--- config.mk ---
export PLATFORM = sky130hd
export DESIGN_NAME = position_frame_parser
export DESIGN_NICKNAME = d
export VERILOG_FILES = /design/src/rtl/pfp_pkg.sv /design/src/rtl/position_frame_parser.sv
export SDC_FILE = /design/constraint.sdc
export NUM_CORES = 1
export LEC_CHECK = 0
export BUFFER_PORTS_ARGS = -buffer_cell sky130_fd_sc_hd__buf_2
export CORE_AREA = 4 4 121 123
export CTS_CLUSTER_SIZE = 14
export DETAILED_ROUTE_END_ITERATION = 16
export DIE_AREA = 0 0 125 127
export PLACE_DENSITY = 0.78
export SLEW_MARGIN = 20
export SYNTH_ARGS = -nofsm -noshare
export SYNTH_HDL_FRONTEND = slang
export SYNTH_SLANG_ARGS = --single-unit
--- constraint.sdc ---
create_clock -name clk -period 9.7 [get_ports clk]
set_input_delay 1.455 -clock clk [delete_from_list [all_inputs] [get_ports clk]]
set_output_delay 1.455 -clock clk [all_outputs]
set_load 0.005 [all_outputs]
--- src/rtl/pfp_pkg.sv ---
// Shared constants and types for the position frame parser.
`default_nettype none

package pfp_pkg;

  localparam int unsigned CoordW = 16;

  typedef logic [7:0]               byte_t;
  typedef logic [3:0]               frame_pos_t;
  typedef logic signed [CoordW-1:0] coord_t;

  // Frame layout: start, 3 x (sign, 3 digits), terminator
  localparam byte_t      START_BYTE  = 8'h5A;  // 'Z'
  localparam byte_t      END_BYTE    = 8'h0A;  // newline
  localparam byte_t      MINUS_BYTE  = 8'h2D;  // '-'
  localparam byte_t      ZERO_BYTE   = 8'h30;  // '0'
  localparam frame_pos_t FRAME_HUNT  = 4'd0;
  localparam frame_pos_t FRAME_FIRST = 4'd1;
  localparam frame_pos_t FRAME_LAST  = 4'd13;
  localparam coord_t     ERROR_VALUE = 16'sd999;

  // Group slot within a sign+digits group
  localparam logic [1:0] SLOT_SIGN = 2'd0;
  localparam logic [1:0] SLOT_HUND = 2'd1;
  localparam logic [1:0] SLOT_TENS = 2'd2;

  localparam logic [1:0] GRP_X = 2'd0;
  localparam logic [1:0] GRP_Y = 2'd1;

endpackage : pfp_pkg

`default_nettype wire

--- src/rtl/position_frame_parser.sv ---
// Top level: byte-stream parser for 14-byte position frames.
`default_nettype none

// Accepts one received byte per clock and hunts for frames of the form
// 'Z', then three groups of a sign byte and three digit bytes, then newline.
// A '-' sign negates its group; digits are not range checked, each group is
// (d0-'0')*100 + (d1-'0')*10 + (d2-'0'). A valid newline at frame byte 13
// yields one result (x, y, z, and coord_error when x is +999) in the cycle
// after that byte is taken. Any other byte 13 drops the frame and is
// rechecked as a start byte. Throughput is one byte per cycle: each byte
// updates the frame counter and at most one accumulator or sign flag, and
// the result register lets in_ready stay high unless a result is waiting
// with out_ready low.
module position_frame_parser
  import pfp_pkg::*;
(
  input  wire logic               clk,
  input  wire logic               rst_n,
  input  wire logic               in_valid,
  output logic                    in_ready,
  input  wire logic [7:0]         in_rx_byte,
  output logic                    out_valid,
  input  wire logic               out_ready,
  output logic signed [15:0]      out_pos_x,
  output logic signed [15:0]      out_pos_y,
  output logic signed [15:0]      out_pos_z,
  output logic                    out_coord_error
);

  frame_pos_t frame_pos_r, frame_pos_nxt;
  coord_t     acc_x_r, acc_y_r, acc_z_r;
  coord_t     acc_x_nxt, acc_y_nxt, acc_z_nxt;
  logic       neg_x_r, neg_y_r, neg_z_r;
  logic       neg_x_nxt, neg_y_nxt, neg_z_nxt;
  logic       out_valid_r, out_valid_nxt;
  coord_t     pos_x_r, pos_y_r, pos_z_r;
  logic       coord_error_r;

  logic       accept;
  logic       emit;
  frame_pos_t pos_m1;
  logic [1:0] group;
  logic [1:0] slot;
  coord_t     digit;
  coord_t     acc_sel;
  coord_t     acc_upd;
  coord_t     x_val, y_val, z_val;

  assign accept   = in_valid && in_ready;
  assign in_ready = !out_valid_r || out_ready;

  assign pos_m1 = frame_pos_r - FRAME_FIRST;
  assign group  = pos_m1[3:2];
  assign slot   = pos_m1[1:0];
  assign digit  = coord_t'($signed({8'h00, in_rx_byte})) -
                  coord_t'($signed({8'h00, ZERO_BYTE}));

  always_comb begin
    case (group)
      GRP_X:   acc_sel = acc_x_r;
      GRP_Y:   acc_sel = acc_y_r;
      default: acc_sel = acc_z_r;
    endcase
  end

  always_comb begin
    case (slot)
      SLOT_HUND: acc_upd = coord_t'(digit * 16'sd100);
      SLOT_TENS: acc_upd = acc_sel + coord_t'(digit * 16'sd10);
      default:   acc_upd = acc_sel + digit;
    endcase
  end

  assign x_val = neg_x_r ? -acc_x_r : acc_x_r;
  assign y_val = neg_y_r ? -acc_y_r : acc_y_r;
  assign z_val = neg_z_r ? -acc_z_r : acc_z_r;

  always_comb begin
    frame_pos_nxt = frame_pos_r;
    acc_x_nxt     = acc_x_r;
    acc_y_nxt     = acc_y_r;
    acc_z_nxt     = acc_z_r;
    neg_x_nxt     = neg_x_r;
    neg_y_nxt     = neg_y_r;
    neg_z_nxt     = neg_z_r;
    emit          = 1'b0;
    if (accept) begin
      if (frame_pos_r == FRAME_HUNT || frame_pos_r > FRAME_LAST) begin
        frame_pos_nxt = (in_rx_byte == START_BYTE) ? FRAME_FIRST : FRAME_HUNT;
      end else if (frame_pos_r == FRAME_LAST) begin
        if (in_rx_byte == END_BYTE) begin
          frame_pos_nxt = FRAME_HUNT;
          emit          = 1'b1;
        end else begin
          // bad terminator: this byte may open the next frame
          frame_pos_nxt = (in_rx_byte == START_BYTE) ? FRAME_FIRST : FRAME_HUNT;
        end
      end else begin
        frame_pos_nxt = frame_pos_r + FRAME_FIRST;
        if (slot == SLOT_SIGN) begin
          case (group)
            GRP_X:   neg_x_nxt = (in_rx_byte == MINUS_BYTE);
            GRP_Y:   neg_y_nxt = (in_rx_byte == MINUS_BYTE);
            default: neg_z_nxt = (in_rx_byte == MINUS_BYTE);
          endcase
        end else begin
          case (group)
            GRP_X:   acc_x_nxt = acc_upd;
            GRP_Y:   acc_y_nxt = acc_upd;
            default: acc_z_nxt = acc_upd;
          endcase
        end
      end
    end
  end

  always_comb begin
    out_valid_nxt = out_valid_r;
    if (emit) begin
      out_valid_nxt = 1'b1;
    end else if (out_ready) begin
      out_valid_nxt = 1'b0;
    end
  end

  always_ff @(posedge clk) begin
    if (!rst_n) begin
      frame_pos_r <= FRAME_HUNT;
      acc_x_r     <= '0;
      acc_y_r     <= '0;
      acc_z_r     <= '0;
      neg_x_r     <= 1'b0;
      neg_y_r     <= 1'b0;
      neg_z_r     <= 1'b0;
      out_valid_r <= 1'b0;
    end else begin
      frame_pos_r <= frame_pos_nxt;
      acc_x_r     <= acc_x_nxt;
      acc_y_r     <= acc_y_nxt;
      acc_z_r     <= acc_z_nxt;
      neg_x_r     <= neg_x_nxt;
      neg_y_r     <= neg_y_nxt;
      neg_z_r     <= neg_z_nxt;
      out_valid_r <= out_valid_nxt;
    end
  end

  always_ff @(posedge clk) begin
    if (emit) begin
      pos_x_r       <= x_val;
      pos_y_r       <= y_val;
      pos_z_r       <= z_val;
      coord_error_r <= (x_val == ERROR_VALUE);
    end
  end

  assign out_valid       = out_valid_r;
  assign out_pos_x       = pos_x_r;
  assign out_pos_y       = pos_y_r;
  assign out_pos_z       = pos_z_r;
  assign out_coord_error = coord_error_r;

  // frame counter never leaves the frame range
  a_pos_range: assert property (@(posedge clk) disable iff (!rst_n)
    frame_pos_r <= FRAME_LAST)
    else $error("frame position out of range");

  // a new result only follows the last frame byte
  a_emit_src: assert property (@(posedge clk) disable iff (!rst_n)
    $rose(out_valid_r) |-> $past(frame_pos_r) == FRAME_LAST)
    else $error("result raised outside frame end");

  // good terminator gives a result and returns to hunting
  a_frame_done: assert property (@(posedge clk) disable iff (!rst_n)
    (accept && frame_pos_r == FRAME_LAST && in_rx_byte == END_BYTE)
      |=> (out_valid_r && frame_pos_r == FRAME_HUNT))
    else $error("completed frame lost");

  // error flag only with positive 999
  a_err_flag: assert property (@(posedge clk) disable iff (!rst_n)
    (out_valid_r && coord_error_r) |-> pos_x_r == ERROR_VALUE)
    else $error("coord_error without x of 999");

endmodule : position_frame_parser

`default_nettype wire
# After elaboration in Yosys (flattened, before gate mapping)
# Index checks and enable logic that the tools add are counted.
# W data, S select, Z words.
# classes
add_sub_neg,8
multipliers,2
div,0
order_cmp,1
n_eq_ne,8
shifts,0
n_mux,15
n_bitwise,4
n_reduce_logical,15
# op_table
cell,count
$pmux W16 S2,2
$mux W16,3
$neg A16 Y16,3
$reduce_and A5 Y1,6
$add A16 B14 Y16,1
$add A16 B9 Y16,1
$eq A16 B11 Y1 const B,1
$mul A9 B6 Y14 const B,1
$mul A9 B4 Y13 const B,1
$sub A8 B6 Y9 const B,1
$eq A8 B4 Y1 const B,1
$eq A8 B6 Y1 const B,1
$eq A8 B7 Y1 const B,1
$mux W1,8
$mux W4,2
$add A4 B1 Y4 const B,1
$eq A2 B1 Y1 const B,2
$eq A4 B4 Y1 const B,1
$gt A4 B4 Y1 const B,1
$logic_not A2 Y1,2
$logic_not A4 Y1,1
$not A1 Y1,4
$sub A4 B1 Y4 const B,1
$eq A2 B2 Y1 const B,1
5 further kinds,6
# word_totals
reg_bits,105
latchBits,0
mem_bits_rw,0
romBits,0
out_inout_bits,51
n_memories,0

# Depth between registers and ports, before layout
# depth
depth_word,6
ltp_mapped,21
depth_no_buf,21

# Least setup slack after synthesis
# No wires, ideal clock.
# synth_path
path_type,input-to-reg
startpoint,input port in_rx_byte[4]
endpoint,"register coord_error_r, in the netlist out_coord_error, enable pin"
setup_time_ns,0.580
t_arrival_ns,6.663
required_ns,9.120
setup_slack_ns,2.457
path_stages,4
n_path_buf,0
cell_sequence,inv_1 ha_1 nand4_1 nor4_1
# synth_via
elab_chain_len,5
# synth_lines
item,line,rtl
from (decl),position_frame_parser.sv:21,"input wire logic [7:0] in_rx_byte,"
$eq A8 B4 Y1,position_frame_parser.sv:91,if (in_rx_byte == END_BYTE) begin
$mux W1,position_frame_parser.sv:91,
$mux W1,position_frame_parser.sv:90,end else if (frame_pos_r == FRAME_LAST) begin
$mux W1,position_frame_parser.sv:88,if (frame_pos_r == FRAME_HUNT || frame_pos_r > FRAME_LAST) begin
$mux W1,position_frame_parser.sv:87,if (accept) begin
net emit,position_frame_parser.sv:40,logic emit;
to (signal assigned),position_frame_parser.sv:153,coord_error_r <= (x_val == ERROR_VALUE);
to (decl),position_frame_parser.sv:37,logic coord_error_r;
# The timed path passes the listed nets, and every way through them passes these cells.
# A chain may end at the register's enable or synchronous reset.

# Worst setup path in the final report
# layout_path
startpoint,input port in_rx_byte[4]
endpoint,register acc_x_r[15]
# layout_via
elab_chain_len,4
elab_cells_between_ends,6
# layout_lines
item,line,rtl
$sub A8 B6 Y9 *,position_frame_parser.sv:55,"assign digit = coord_t'($signed({8'h00, in_rx_byte})) -"
$mul A9 B4 Y13,position_frame_parser.sv:69,SLOT_TENS: acc_upd = acc_sel + coord_t'(digit * 16'sd10);
$add A16 B14 Y16,position_frame_parser.sv:69,
$pmux W16 S2 *,position_frame_parser.sv:67,case (slot)
to (signal assigned),position_frame_parser.sv:138,acc_x_r <= acc_x_nxt;
to (decl),position_frame_parser.sv:31,"coord_t acc_x_r, acc_y_r, acc_z_r;"
# Mark *: on every way between the ends. The rest lies on a longest branch, timed or not.

==> results.cfg <==
[place]
gp_congestion = 0.9479
dp_hpwl_mm = 14.96
io_buffers = 62

[worst_setup_path]
crit_type = in -> reg
critPathArrivalTime_ps = 6380
cp.required_ps = 9940
cp-end-kind = flop
startpoint_type = input port
cp_max_fo = 7

[global_routing]
grt_pass1_wl_mm = 31.69
met2_usage = 0.4062
grt_overflow = 0
grt_usage = 0.2432
grt_max_degree = 51
antenna_found_initial = 0
grt_pass1_vias = 6372
use_met3 = 0.02885
grt_use_met1 = 0.3252
grt-busiest-layer = met2

[pwr]
internal-power_mw = 0.8433
p_leak_nw = 3.616
seq_power_share = 0.352
p_comb_frac = 0.404
ir_drop_mv = 0.09176
powerDensity_mw_per_mm2 = 155.5
swShare = 0.3720
power_mw = 1.343
clkPwrFrac = 0.244
p_sw_mw = 0.4995

[sta]
slew_headroom = 0.1751
finalCriticalPeriod_ps = 6139
rsz0062_at_grt = no
tns_ps = 0
final_max_slew_viol_count = 0
fin_crit_sh = 0.6329
clock_skew_ps = 6.122
setup_viol = 0
tightest_slew_ps = 1206
finalHoldViolCount = 0
fmax_mhz = 162.9

[detailed_routing]
vias_per_cell = 6.103
drtIter0Drc = 581
firstDrtPassIters = 5
via_count = 7018
wl_per_cell_um = 17.38
ant_nets = 0
drc = 0
routed_wl_mm = 19.99

[hold_path]
hold_path.class = reg -> reg

[cts]
h-tree-depth = 3
cts_tree = done
clkSinkCount = 105
postCtsSetupBuffers = 0
clock_latency_ps = 350
clk_pin_slew_ps = 70
cts_hold_buf = 0
numCtsBuffers = 9
clockBufferDepth = 2
ctsRootBufferMaster = clkbuf_16
post_cts_resized = 0

[finish]
synthToLayoutAreaGrowth_pct = 8.474
nets = 1064
diodes = 0
layout-drive-gt1-share = 0.09588
fill_cells = 1170
final_cell_mix = 107 x nor2_1, 100 x nand2_1, 77 x ha_1
final_common_cell = nor2_1

[floorplanning]
die_area_mm2 = 0.01588
coreArea_mm2 = 0.01367
initial_utilization = 0.5824
ios = 63
die_w_um = 125
die_y_um = 127
rows = 43

[yosys]
synth_xor_area_frac = 0.09464
ys_ff_latch = 105
synth_cell_types = 60
synth_compound_area_frac = 0.2100
synth_fp_nets = 1029
synth_top_family_by_area = compound AO/OA/AOI/OAI gates
synthMuxAreaShare = 0.01148
synth-simple-area-share = 0.1681
yosysWarnings = 0
ys.flop_type = dfxtp_1
synth_fa_ha_area_frac = 0.1462
netlist_instances = 930
yosysSeqAreaShare = 0.3257
async_flop_share = 0
avgSynthCellArea_um2 = 8.558
syn_area_mm2 = 0.007959
synth_edf_count = 49

[run_status]
status = complete, no violations

[job]
maxCapViolations = 0
[area by class of cell]
cell class / count / area (um2) / area share
tap: 180 / 225.2 / 0.02609
timing repair buffer: 70 / 370.4 / 0.04290
inverter: 41 / 153.9 / 0.01783
sequential: 105 / 2592 / 0.3003
clock inverter: 7 / 37.54 / 0.004348
clock buffer: 9 / 225.2 / 0.02609
multi-input combinational: 738 / 5029 / 0.5825
[power by group through the flow]
| stage | logic [mW] | clock network [mW] | registers [mW] |
|---|---|---|---|
| final | 0.542 | 0.327 | 0.473 |
| after global routing | 0.604 | 0.345 | 0.473 |
| after CTS | 0.535 | 0.328 | 0.473 |
| after detailed placement | 0.531 | 0 | 0.483 |
| after global placement | 0.521 | 0 | 0.482 |
| after floorplan | 0.414 | 0 | 0.478 |
[metrics by stage]
stage | hold WS, ps | std cells | setup WS, ps | area, um2 | util
after CTS | 529.2 | 1150 | 3550 | 8633 | 0.6318
after global placement | 519.3 | 1134 | 3323 | 8371 | 0.6125
after global routing | 552.4 | 1150 | 3164 | 8633 | 0.6318
final | 539.1 | 1150 | 3561 | 8633 | 0.6318
after detailed placement | 515.7 | 1134 | 3210 | 8371 | 0.6125
after floorplan | 474.2 | 930 | 2457 | 7959 | -
[critical path: stages]
cell       delay (ps)
buf_2             140
ha_1              250
xnor2_1           630
ha_1              370
ha_1              320
o21ai_0            90
nor2_1             80
o21a_1            200
o21a_1            210
o31ai_2           370
a21boi_0          240
ha_1              310
a21o_1            190
a221oi_1          330
o21ba_2           180
o221ai_1          120
xnor2_1           160
xnor2_1           240
a2111oi_0         140
a311o_1           340
[cell families (layout without fill, tap and decap cells)]
group / count (synthesis) / after routing
flops: 105 / 105
buf+inv: 87 / 127
simple gates: 297 / 297
fa+ha+maj: 87 / 87
compound gates: 259 / 259
mux: 9 / 9
xor+xnor: 86 / 86
[routing by layer]
metal | part of all wire | up-vias
li1 | - | 3437
met5 | 0 | -
met3 | 0.064 | 42
met2 | 0.47 | 258
met1 | 0.44 | 3281
met4 | 0.030 | 0
[Yosys cell counts, drive strengths merged, types with 7 or more instances]
cell type / count / area, um2
nand2b: 12 / 75.07
nand3: 13 / 65.06
o22ai: 20 / 125.1
o41ai: 7 / 61.31
xor2: 15 / 131.4
or3: 14 / 87.58
xnor2: 71 / 621.9
a21o: 11 / 82.58
clkbuf: 33 / 123.9
nor3: 16 / 102.6
ha: 77 / 963.4
a21oi: 52 / 260.3
nand2: 100 / 375.4
o21ai: 60 / 300.3
nor2: 107 / 401.6
a211oi: 26 / 195.2
buf: 13 / 71.32
o31ai: 19 / 147.6
edfxtp: 49 / 1471
mux2i: 8 / 80.08
nor2b: 7 / 43.79
a31oi: 20 / 125.1
inv: 41 / 153.9
fa: 10 / 200.2
dfxtp: 56 / 1121
[registers in the layout, summed over array words and instances (netlist names)]
name	cells
neg_y_r	1
out_pos_z	16
frame_pos_r	4
neg_x_r	1
acc_x_r	16
out_valid	1
neg_z_r	1
out_pos_y	16
out_pos_x	16
acc_z_r	16
out_coord_error	1
acc_y_r	16
[final timing paths]
check / cells past startpoint / startpoint / slack, ps / end
worst max-delay path: 20 / in_rx_byte[4] / 3560 / acc_x_r[15]
worst min-delay path: 2 / out_valid / 540 / out_valid
worst max register to register: 16 / frame_pos_r[0] / 4310 / acc_z_r[12]
worst min register to register: 2 / out_valid / 540 / out_valid
Power figures use the tool's default switching activity.
